==> config.mk <==
export PLATFORM = sky130hd
export DESIGN_NAME = active_expired_priority_scheduler_core_flat
export DESIGN_NICKNAME = d
export VERILOG_FILES = /design/src/design/aeps_pkg.sv /design/src/design/aeps_ifs.sv /design/src/design/aeps_ram.sv /design/src/design/active_expired_priority_scheduler_core.sv /design/src/flat_wrapper.sv
export SDC_FILE = /design/constraint.sdc
export NUM_CORES = 2
export LEC_CHECK = 0
export ABC_AREA = 1
export BUFFER_PORTS_ARGS = -buffer_cell sky130_fd_sc_hd__buf_2
export CAP_MARGIN = 20
export CORE_ASPECT_RATIO = 1.5
export CORE_MARGIN = 4
export CORE_UTILIZATION = 37
export CTS_BUF_LIST = sky130_fd_sc_hd__clkbuf_2
export CTS_CLUSTER_SIZE = 28
export DETAILED_ROUTE_END_ITERATION = 10
export RECOVER_POWER = 100
export SLEW_MARGIN = 20
export SYNTH_ARGS = -nofsm -noshare
export SYNTH_HDL_FRONTEND = slang
export SYNTH_SLANG_ARGS = --single-unit
==> constraint.sdc <==
create_clock -name clk_i -period 3.88 [get_ports clk_i]
set_input_delay 0.194 -clock clk_i [delete_from_list [all_inputs] [get_ports clk_i]]
set_output_delay 0.194 -clock clk_i [all_outputs]
set_load 0.02 [all_outputs]
==> src/design/aeps_pkg.sv <==
`default_nettype none

package aeps_pkg;

  localparam int MAX_LEVELS_DEF  = 8;
  localparam int QUEUE_DEPTH_DEF = 16;
  localparam int ID_BITS_DEF     = 8;

  localparam int REQ_W    = 2;
  localparam int PRIO_W   = 3;
  localparam int STATIC_W = 4;
  localparam int STATUS_W = 3;
  localparam int NLVL_W   = 4;

  localparam logic [NLVL_W-1:0] NUM_LEVELS_RST = 4'd4;

  // only the upper request bit selects dispatch
  localparam logic [REQ_W-1:0] REQ_PLAIN = 2'd0;
  localparam logic [REQ_W-1:0] REQ_DECAY = 2'd1;
  localparam int               REQ_DISPATCH_BIT = 1;

  typedef enum logic [STATUS_W-1:0] {
    ST_ADDED      = 3'd0,
    ST_DISPATCHED = 3'd1,
    ST_NONE       = 3'd2,
    ST_FULL       = 3'd3,
    ST_RANGE      = 3'd4
  } status_e;

  typedef enum logic [2:0] {
    S_IDLE,
    S_ADD,
    S_SCAN,
    S_READ,
    S_DONE
  } state_e;

endpackage

`default_nettype wire

==> src/design/aeps_ifs.sv <==
`default_nettype none

interface aeps_req_if
  import aeps_pkg::*;
#(
  parameter int ID_W = ID_BITS_DEF
);
  logic                valid;
  logic                ready;
  logic [REQ_W-1:0]    req_type;
  logic [ID_W-1:0]     process_id;
  logic [PRIO_W-1:0]   dyn_prio;
  logic [STATIC_W-1:0] static_prio;

  modport source (output valid, output req_type, output process_id, output dyn_prio,
                  output static_prio, input ready);
  modport sink   (input valid, input req_type, input process_id, input dyn_prio,
                  input static_prio, output ready);
endinterface

interface aeps_rsp_if
  import aeps_pkg::*;
#(
  parameter int ID_W = ID_BITS_DEF
);
  logic                valid;
  logic                ready;
  logic [STATUS_W-1:0] status;
  logic [ID_W-1:0]     out_id;
  logic [PRIO_W-1:0]   out_level;
  logic [PRIO_W-1:0]   new_dyn_prio;
  logic                to_expired;

  modport source (output valid, output status, output out_id, output out_level,
                  output new_dyn_prio, output to_expired, input ready);
  modport sink   (input valid, input status, input out_id, input out_level,
                  input new_dyn_prio, input to_expired, output ready);
endinterface

`default_nettype wire

==> src/design/aeps_ram.sv <==
`default_nettype none

module aeps_ram #(
  parameter int WIDTH = 8,
  parameter int DEPTH = 256,
  localparam int AW   = (DEPTH > 1) ? $clog2(DEPTH) : 1
) (
  input  logic             clk_i,
  input  logic             we_i,
  input  logic [AW-1:0]    addr_i,
  input  logic [WIDTH-1:0] wdata_i,
  output logic [WIDTH-1:0] rdata_o
);

  logic [WIDTH-1:0] mem [DEPTH];

  always_ff @(posedge clk_i) begin
    if (we_i) begin
      mem[addr_i] <= wdata_i;
    end
    rdata_o <= mem[addr_i];
  end

endmodule

`default_nettype wire

==> src/design/active_expired_priority_scheduler_core.sv <==
`default_nettype none

// Two banks (active, expired) of FIFO ready queues, one queue per priority
// level, all held in one single-port RAM with head, tail and fill count per
// queue in flip-flops. Requests are handled one at a time. An add (plain or
// decay) goes through the add and done states before the next transfer. A dispatch
// walks the active bank from the top level down, one level per clock through
// the shared count/pointer lookup, then reads the queue RAM (registered read).
// An empty active bank makes the banks swap once and the walk start again;
// both banks empty end it with no dispatch. The level count is num_levels, with 0
// taken as 1 and clipped to MAX_LEVELS. A finished result sits in an output register,
// so a new request is taken while it waits. The queue RAM is not cleared at
// reset; an entry is only read after it was written.
module active_expired_priority_scheduler_core
  import aeps_pkg::*;
#(
  parameter int MAX_LEVELS  = MAX_LEVELS_DEF,
  parameter int QUEUE_DEPTH = QUEUE_DEPTH_DEF,
  parameter int ID_BITS     = ID_BITS_DEF
) (
  input  logic              clk_i,
  input  logic              rst_ni,
  aeps_req_if.sink          req_i,
  aeps_rsp_if.source        rsp_o,
  input  logic              cfg_we_i,
  input  logic [NLVL_W-1:0] cfg_wdata_i
);

  localparam int NUM_Q     = 2 * MAX_LEVELS;
  localparam int Q_W       = $clog2(NUM_Q);
  localparam int LVL_W     = (MAX_LEVELS > 1) ? $clog2(MAX_LEVELS) : 1;
  localparam int LC_W      = $clog2(MAX_LEVELS + 1);
  localparam int PTR_W     = $clog2(QUEUE_DEPTH);
  localparam int CNT_W     = $clog2(QUEUE_DEPTH + 1);
  localparam int RAM_DEPTH = NUM_Q * QUEUE_DEPTH;
  localparam int ADDR_W    = $clog2(RAM_DEPTH);

  function automatic logic [Q_W-1:0] qidx(input logic bank, input logic [LVL_W-1:0] lvl);
    qidx = bank ? Q_W'(MAX_LEVELS + int'(lvl)) : Q_W'(lvl);
  endfunction

  function automatic logic [PTR_W-1:0] next_ptr(input logic [PTR_W-1:0] p);
    next_ptr = (p == PTR_W'(QUEUE_DEPTH - 1)) ? '0 : p + 1'b1;
  endfunction

  state_e state_q, state_d;

  logic [NLVL_W-1:0]   num_levels_q;
  logic                active_bank_q;
  logic [LVL_W-1:0]    idx_q;
  logic                swapped_q;

  logic [PTR_W-1:0]    head_q [NUM_Q];
  logic [PTR_W-1:0]    tail_q [NUM_Q];
  logic [CNT_W-1:0]    cnt_q  [NUM_Q];

  logic [REQ_W-1:0]    req_type_q;
  logic [ID_BITS-1:0]  pid_q;
  logic [PRIO_W-1:0]   dyn_q;
  logic [STATIC_W-1:0] stat_q;

  status_e             res_status_q;
  logic [ID_BITS-1:0]  res_id_q;
  logic [PRIO_W-1:0]   res_lvl_q;
  logic [PRIO_W-1:0]   res_ndyn_q;
  logic                res_exp_q;

  logic                rsp_valid_q;
  status_e             rsp_status_q;
  logic [ID_BITS-1:0]  rsp_id_q;
  logic [PRIO_W-1:0]   rsp_lvl_q;
  logic [PRIO_W-1:0]   rsp_ndyn_q;
  logic                rsp_exp_q;

  logic [LC_W-1:0]     lc;
  logic [LVL_W-1:0]    lc_m1;

  logic                is_decay;
  logic                wrap;
  logic [STATIC_W-1:0] tgt;
  logic                add_bad;
  logic                add_bank;
  logic [LVL_W-1:0]    add_lvl;

  logic [Q_W-1:0]      q_sel;
  logic [CNT_W-1:0]    cnt_sel;
  logic [PTR_W-1:0]    head_sel;
  logic [PTR_W-1:0]    tail_sel;
  logic [PTR_W-1:0]    ptr_sel;
  logic                full;
  logic                hit;
  logic [ADDR_W-1:0]   ram_addr;
  logic [ID_BITS-1:0]  ram_rdata;

  logic                req_ready;
  logic                req_acc;
  logic                push;
  logic                pop;
  logic                scan_wrap;
  logic                scan_step;
  logic                scan_none;
  logic                rsp_load;

  // effective level count: 0 acts as 1, clipped to the built maximum
  always_comb begin
    if (num_levels_q == '0) begin
      lc = LC_W'(1);
    end else if (int'(num_levels_q) > MAX_LEVELS) begin
      lc = LC_W'(MAX_LEVELS);
    end else begin
      lc = LC_W'(num_levels_q);
    end
  end
  assign lc_m1 = LVL_W'(lc - LC_W'(1));

  // add target
  assign is_decay = (req_type_q == REQ_DECAY);
  assign wrap     = is_decay && (dyn_q == '0);

  always_comb begin
    priority if (wrap) begin
      tgt = stat_q - 1'b1;
    end else if (is_decay) begin
      tgt = STATIC_W'(PRIO_W'(dyn_q - 1'b1));
    end else begin
      tgt = STATIC_W'(dyn_q);
    end
  end

  assign add_bad  = (wrap && (stat_q == '0)) || (int'(tgt) >= int'(lc));
  assign add_bank = active_bank_q ^ wrap;
  assign add_lvl  = LVL_W'(tgt);

  // shared queue lookup
  assign q_sel    = (state_q == S_ADD) ? qidx(add_bank, add_lvl) : qidx(active_bank_q, idx_q);
  assign cnt_sel  = cnt_q[q_sel];
  assign head_sel = head_q[q_sel];
  assign tail_sel = tail_q[q_sel];
  assign full     = (cnt_sel == CNT_W'(QUEUE_DEPTH));
  assign hit      = (cnt_sel != '0);
  assign ptr_sel  = (state_q == S_ADD) ? tail_sel : head_sel;
  assign ram_addr = ADDR_W'(int'(q_sel) * QUEUE_DEPTH + int'(ptr_sel));

  aeps_ram #(
    .WIDTH (ID_BITS),
    .DEPTH (RAM_DEPTH)
  ) u_aeps_ram (
    .clk_i   (clk_i),
    .we_i    (push),
    .addr_i  (ram_addr),
    .wdata_i (pid_q),
    .rdata_o (ram_rdata)
  );

  // next state
  always_comb begin
    state_d = state_q;
    unique case (state_q)
      S_IDLE: begin
        if (req_acc) begin
          state_d = req_i.req_type[REQ_DISPATCH_BIT] ? S_SCAN : S_ADD;
        end
      end
      S_ADD: begin
        state_d = S_DONE;
      end
      S_SCAN: begin
        if (hit) begin
          state_d = S_READ;
        end else if (swapped_q && (idx_q == '0)) begin
          state_d = S_DONE;
        end
      end
      S_READ: begin
        state_d = S_DONE;
      end
      S_DONE: begin
        if (rsp_load) begin
          state_d = S_IDLE;
        end
      end
      default: begin
        state_d = S_IDLE;
      end
    endcase
  end

  // control
  always_comb begin
    req_ready = (state_q == S_IDLE);
    req_acc   = req_i.valid && req_ready;
    push      = (state_q == S_ADD) && !add_bad && !full;
    pop       = (state_q == S_SCAN) && hit;
    scan_step = (state_q == S_SCAN) && !hit && (idx_q != '0);
    scan_wrap = (state_q == S_SCAN) && !hit && (idx_q == '0) && !swapped_q;
    scan_none = (state_q == S_SCAN) && !hit && (idx_q == '0) && swapped_q;
    rsp_load  = (state_q == S_DONE) && (!rsp_valid_q || rsp_o.ready);
  end

  assign req_i.ready = req_ready;

  always_ff @(posedge clk_i or negedge rst_ni) begin
    if (!rst_ni) begin
      state_q       <= S_IDLE;
      num_levels_q  <= NUM_LEVELS_RST;
      active_bank_q <= 1'b0;
      idx_q         <= '0;
      swapped_q     <= 1'b0;
      rsp_valid_q   <= 1'b0;
      for (int i = 0; i < NUM_Q; i++) begin
        head_q[i] <= '0;
        tail_q[i] <= '0;
        cnt_q[i]  <= '0;
      end
    end else begin
      state_q <= state_d;
      if (cfg_we_i) begin
        num_levels_q <= cfg_wdata_i;
      end
      if (req_acc) begin
        idx_q     <= lc_m1;
        swapped_q <= 1'b0;
      end
      if (scan_step) begin
        idx_q <= idx_q - 1'b1;
      end
      // whole active bank empty: swap once and rescan
      if (scan_wrap) begin
        active_bank_q <= ~active_bank_q;
        swapped_q     <= 1'b1;
        idx_q         <= lc_m1;
      end
      if (push) begin
        tail_q[q_sel] <= next_ptr(tail_sel);
        cnt_q[q_sel]  <= cnt_sel + 1'b1;
      end
      if (pop) begin
        head_q[q_sel] <= next_ptr(head_sel);
        cnt_q[q_sel]  <= cnt_sel - 1'b1;
      end
      if (rsp_load) begin
        rsp_valid_q <= 1'b1;
      end else if (rsp_o.ready) begin
        rsp_valid_q <= 1'b0;
      end
    end
  end

  always_ff @(posedge clk_i) begin
    if (req_acc) begin
      req_type_q <= req_i.req_type;
      pid_q      <= req_i.process_id;
      dyn_q      <= req_i.dyn_prio;
      stat_q     <= req_i.static_prio;
    end

    if (state_q == S_ADD) begin
      res_id_q <= '0;
      if (add_bad) begin
        res_status_q <= ST_RANGE;
        res_lvl_q    <= '0;
        res_ndyn_q   <= dyn_q;
        res_exp_q    <= 1'b0;
      end else if (full) begin
        res_status_q <= ST_FULL;
        res_lvl_q    <= '0;
        res_ndyn_q   <= dyn_q;
        res_exp_q    <= 1'b0;
      end else begin
        res_status_q <= ST_ADDED;
        res_lvl_q    <= PRIO_W'(tgt);
        res_ndyn_q   <= PRIO_W'(tgt);
        res_exp_q    <= wrap;
      end
    end

    if (pop) begin
      res_status_q <= ST_DISPATCHED;
      res_lvl_q    <= PRIO_W'(idx_q);
      res_ndyn_q   <= '0;
      res_exp_q    <= 1'b0;
    end
    if (scan_none) begin
      res_status_q <= ST_NONE;
      res_id_q     <= '0;
      res_lvl_q    <= '0;
      res_ndyn_q   <= '0;
      res_exp_q    <= 1'b0;
    end
    // RAM data for the popped entry is valid in S_READ, after the registered read
    if (state_q == S_READ) begin
      res_id_q <= ram_rdata;
    end

    if (rsp_load) begin
      rsp_status_q <= res_status_q;
      rsp_id_q     <= res_id_q;
      rsp_lvl_q    <= res_lvl_q;
      rsp_ndyn_q   <= res_ndyn_q;
      rsp_exp_q    <= res_exp_q;
    end
  end

  assign rsp_o.valid        = rsp_valid_q;
  assign rsp_o.status       = rsp_status_q;
  assign rsp_o.out_id       = rsp_id_q;
  assign rsp_o.out_level    = rsp_lvl_q;
  assign rsp_o.new_dyn_prio = rsp_ndyn_q;
  assign rsp_o.to_expired   = rsp_exp_q;

endmodule

`default_nettype wire

==> src/flat_wrapper.sv <==
// flat-port wrapper written by rule: the top's interface ports become plain ports
module active_expired_priority_scheduler_core_flat import aeps_pkg::*;
#(
  parameter int MAX_LEVELS  = MAX_LEVELS_DEF,
  parameter int QUEUE_DEPTH = QUEUE_DEPTH_DEF,
  parameter int ID_BITS     = ID_BITS_DEF
)
  (clk_i, rst_ni, cfg_we_i, cfg_wdata_i, req_i_valid, req_i_req_type, req_i_process_id, req_i_dyn_prio, req_i_static_prio, req_i_ready, rsp_o_valid, rsp_o_status, rsp_o_out_id, rsp_o_out_level, rsp_o_new_dyn_prio, rsp_o_to_expired, rsp_o_ready);
  aeps_req_if req_i_i ();
  aeps_rsp_if rsp_o_i ();
  input  logic clk_i;
  input  logic rst_ni;
  input  logic cfg_we_i;
  input  logic [NLVL_W-1:0] cfg_wdata_i;
  input wire logic [$bits(req_i_i.valid)-1:0] req_i_valid;
  input wire logic [$bits(req_i_i.req_type)-1:0] req_i_req_type;
  input wire logic [$bits(req_i_i.process_id)-1:0] req_i_process_id;
  input wire logic [$bits(req_i_i.dyn_prio)-1:0] req_i_dyn_prio;
  input wire logic [$bits(req_i_i.static_prio)-1:0] req_i_static_prio;
  output wire logic [$bits(req_i_i.ready)-1:0] req_i_ready;
  output wire logic [$bits(rsp_o_i.valid)-1:0] rsp_o_valid;
  output wire logic [$bits(rsp_o_i.status)-1:0] rsp_o_status;
  output wire logic [$bits(rsp_o_i.out_id)-1:0] rsp_o_out_id;
  output wire logic [$bits(rsp_o_i.out_level)-1:0] rsp_o_out_level;
  output wire logic [$bits(rsp_o_i.new_dyn_prio)-1:0] rsp_o_new_dyn_prio;
  output wire logic [$bits(rsp_o_i.to_expired)-1:0] rsp_o_to_expired;
  input wire logic [$bits(rsp_o_i.ready)-1:0] rsp_o_ready;
  assign req_i_i.valid = req_i_valid;
  assign req_i_i.req_type = req_i_req_type;
  assign req_i_i.process_id = req_i_process_id;
  assign req_i_i.dyn_prio = req_i_dyn_prio;
  assign req_i_i.static_prio = req_i_static_prio;
  assign req_i_ready = req_i_i.ready;
  assign rsp_o_valid = rsp_o_i.valid;
  assign rsp_o_status = rsp_o_i.status;
  assign rsp_o_out_id = rsp_o_i.out_id;
  assign rsp_o_out_level = rsp_o_i.out_level;
  assign rsp_o_new_dyn_prio = rsp_o_i.new_dyn_prio;
  assign rsp_o_to_expired = rsp_o_i.to_expired;
  assign rsp_o_i.ready = rsp_o_ready;
  active_expired_priority_scheduler_core #(.MAX_LEVELS(MAX_LEVELS), .QUEUE_DEPTH(QUEUE_DEPTH), .ID_BITS(ID_BITS)) u_core (.clk_i(clk_i), .rst_ni(rst_ni), .req_i(req_i_i), .rsp_o(rsp_o_i), .cfg_we_i(cfg_we_i), .cfg_wdata_i(cfg_wdata_i));
endmodule
==> results.tsv <==
metric	value	unit
# rows	234	
Vias/cell	5.14	
fin nets	11300	
GRT Resource Usage Total	0.230	
drt pass-1 iters	7	
grt ovf	0	
length in cells of the worst reg-to-reg path	33	
r2r setup slk	-520	ps
IO Pins	46	
share of layout cells above drive strength 1	0.216	
Antenna Violating Nets Remaining	0	
Crit Path Class	reg2reg	
setup ws final	-524	ps
Slowest-stage cell, CP	edfxtp_1	
maximum operating frequency	0.227	GHz
Core ar.	271000	µm²
Netlist Area Pre-Place	101000	µm²
number of remaining DRC errors	0	
area leader, netlist	edfxtp_1	
max-slew violations	1627	
CP endpoint kind	flip-flop	
Starting DRT DRC Count	7285	
RSZ-0062 raised after global routing	true	
Worst Setup SP	u_core.dyn_q[0]$_DFFE_PP_	
fin crit period	4400	ps
commonest non-fill, non-tap cells in the layout	nand2_1 (5279), edfxtp_1 (2091), clkbuf_2 (777)	
Worst Path Required	5430	ps
Async SR Flop Fraction	0.0948	
Synth top area share	0.621	
Yosys reg bits	2330	
first-pass GRT wire length	490	mm
Worst Path Max Fanout	9	
number of fill cells	24900	
CTS root buf	clkbuf_2	
die span in x	435	µm
most common cell after layout, fill and taps aside	nand2_1	
Crit path arrival time	5950	ps
ys flop type	edfxtp_1	
drt wl/cell	22.1	µm
Fin. Hold Viols	0	
Die Area	282000	µm²
CTS Buffer Depth	4	
largest net degree at the start of global routing	118	
CTS Buf Count	536	
startpoint types	flip-flop	
number of flops mapped to enable cells by yosys	2091	
die height	648	µm
WHS Path Cells	4	
P&R area growth vs syn	22.1	%
Vias	78100	
worst-margin pin slew	2830	ps
Worst Hold End	u_core.pid_q[2]$_DFFE_PP_	
CTS tree	yes	
initial cell density of the core	0.372	
initial antenna violation count	12	
yosys warns	0	
top cells by area, synth	edfxtp_1 (62%), nand2_1 (20%), dfrtp_1 (5.4%)	
FF-to-FF Start	u_core.dyn_q[0]$_DFFE_PP_	
Worst R2R End	u_core.u_aeps_ram.rdata_o[0]$_DFF_P_	
clk_skew	147	ps
Synth Instances	10100	
Rel. slew slack	-0.884	
input/output buffers	45	
final worst path period share	1.14	
Max Cap Violations	29	
TritonCTS Sinks	2330	
sequential share of the synthesized area	0.680	
# setup viols final	2259	
HP Class	in2reg	
outcome	finished, violations left	
insertion delay to the later sink of the worst-skew pair	1700	ps
H-tree depth	6	
Routability Congestion	0.945	
vias in the first global route	79300	
Routed WL	335	mm
Syn Nets	10200	
average size of a mapped cell	9.96	µm²
Final TNS setup	-709260	ps
failing checks	max-capacitance violations, max-slew violations, negative setup slack	
post-DP HPWL	211	mm
Reg clk slew, reported paths	110	ps
CP peak stage delay	440	ps
Yosys cell types	53	
hold_sp	req_i_process_id[2]	
[kinds of logic after synthesis]
logic type,after synthesis,share of synthesized area
mux,3,0.000322
compound gates,512,0.0273
fa+ha+maj,15,0.00186
xor+xnor,12,0.00111
flops,2330,0.680
simple gates,6520,0.254
buf+inv,756,0.0356
[stage by stage]
stage | worst slack, ps | instances | util | instance area, µm² | hold slack, ps
finish | -524 | 15200 | 0.455 | 123000 | 351
global route | -697 | 15200 | 0.455 | 123000 | 238
CTS | -425 | 15200 | 0.453 | 123000 | 81.0
detailed placement | -1130 | 14100 | 0.420 | 114000 | 234
global placement | -1110 | 14100 | 0.419 | 114000 | 234
floorplan | -166 | 10100 | - | 102000 | -102
[Yosys cell counts, drive strengths merged (16+ instances only)]
cell type / instances
dfrtp: 220
a31oi: 16
inv: 181
dfxtp: 18
nand3: 558
nand2: 5459
clkbuf: 118
buf: 457
edfxtp: 2091
nor2: 472
o22ai: 38
o21ai: 342
o211ai: 17
a21oi: 73
[repair_timing]
| action | in CTS | in global routing |
|---|---|---|
| setup endpoints to repair | 2290 | 2290 |
| resized for setup | 487 | 164 |
| pin swaps | 156 | 121 |
| gates cloned | 37 | 12 |
| hold endpoints to repair | 285 | 0 |
| setup buffers | 84 | 21 |
| hold buffers | 78 | 0 |
[worst max-delay path by stage]
stage                                             to  cells past startpoint
2_1_floorplan  u_core.u_aeps_ram.mem[0][0]$_DFFE_PP_                      0
3_3_place_gp    u_core.u_aeps_ram.rdata_o[4]$_DFF_P_                     30
3_5_place_dp    u_core.u_aeps_ram.rdata_o[4]$_DFF_P_                     30
4_1_cts         u_core.u_aeps_ram.rdata_o[4]$_DFF_P_                     30
5_1_grt         u_core.u_aeps_ram.rdata_o[5]$_DFF_P_                     34
6_report        u_core.u_aeps_ram.rdata_o[0]$_DFF_P_                     33
[worst max-delay path, delay by kind of cell (launching register included)]
| kind | cells | cell delay [ps] |
|---|---|---|
| AND/OR/NAND/NOR | 18 | 1800 |
| buffers and inverters | 11 | 1380 |
| AO/OA/AOI/OAI | 3 | 500 |
| flip-flops | 1 | 440 |
| adder cells (fa/ha/maj) | 1 | 140 |
[cell type report]
cell class / instances / area (µm²) / share of cell area
inverters: 181 / 762 / 0.00617
well taps: 3540 / 4430 / 0.0359
multi-input cells: 7063 / 31600 / 0.256
repair buffers: 1174 / 13300 / 0.107
flip-flops and latches: 2330 / 68700 / 0.556
clock inverters: 155 / 870 / 0.00705
clock buffers: 756 / 3780 / 0.0307
repair inverters: 2 / 17.5 / 0.000142
diodes: 6 / 15.0 / 0.000122
[routing by layer]
metal | up-vias | GRT usage | part of all wire
met3 | 985 | 0.0355 | 0.069
met2 | 3533 | 0.412 | 0.51
met5 | - | 0 | 0.000072
li1 | 36100 | - | -
met4 | 4 | 0.157 | 0.077
met1 | 37500 | 0.251 | 0.35
[registers in the layout (all words and copies together) (netlist names), 4 cells and up, named ones only]
signal and flops:
u_core.num_levels_q 4, u_core.rsp_o.out_id 8, u_core.head_q 64, u_core.res_id_q 8, u_core.stat_q 4, u_core.pid_q 8, u_core.u_aeps_ram.mem 2048, u_core.tail_q 64
u_core.cnt_q 79, u_core.u_aeps_ram.rdata_o 8
Power is not shown: default switching activity piles up to over one toggle a cycle in this logic, so the estimate is an artifact.
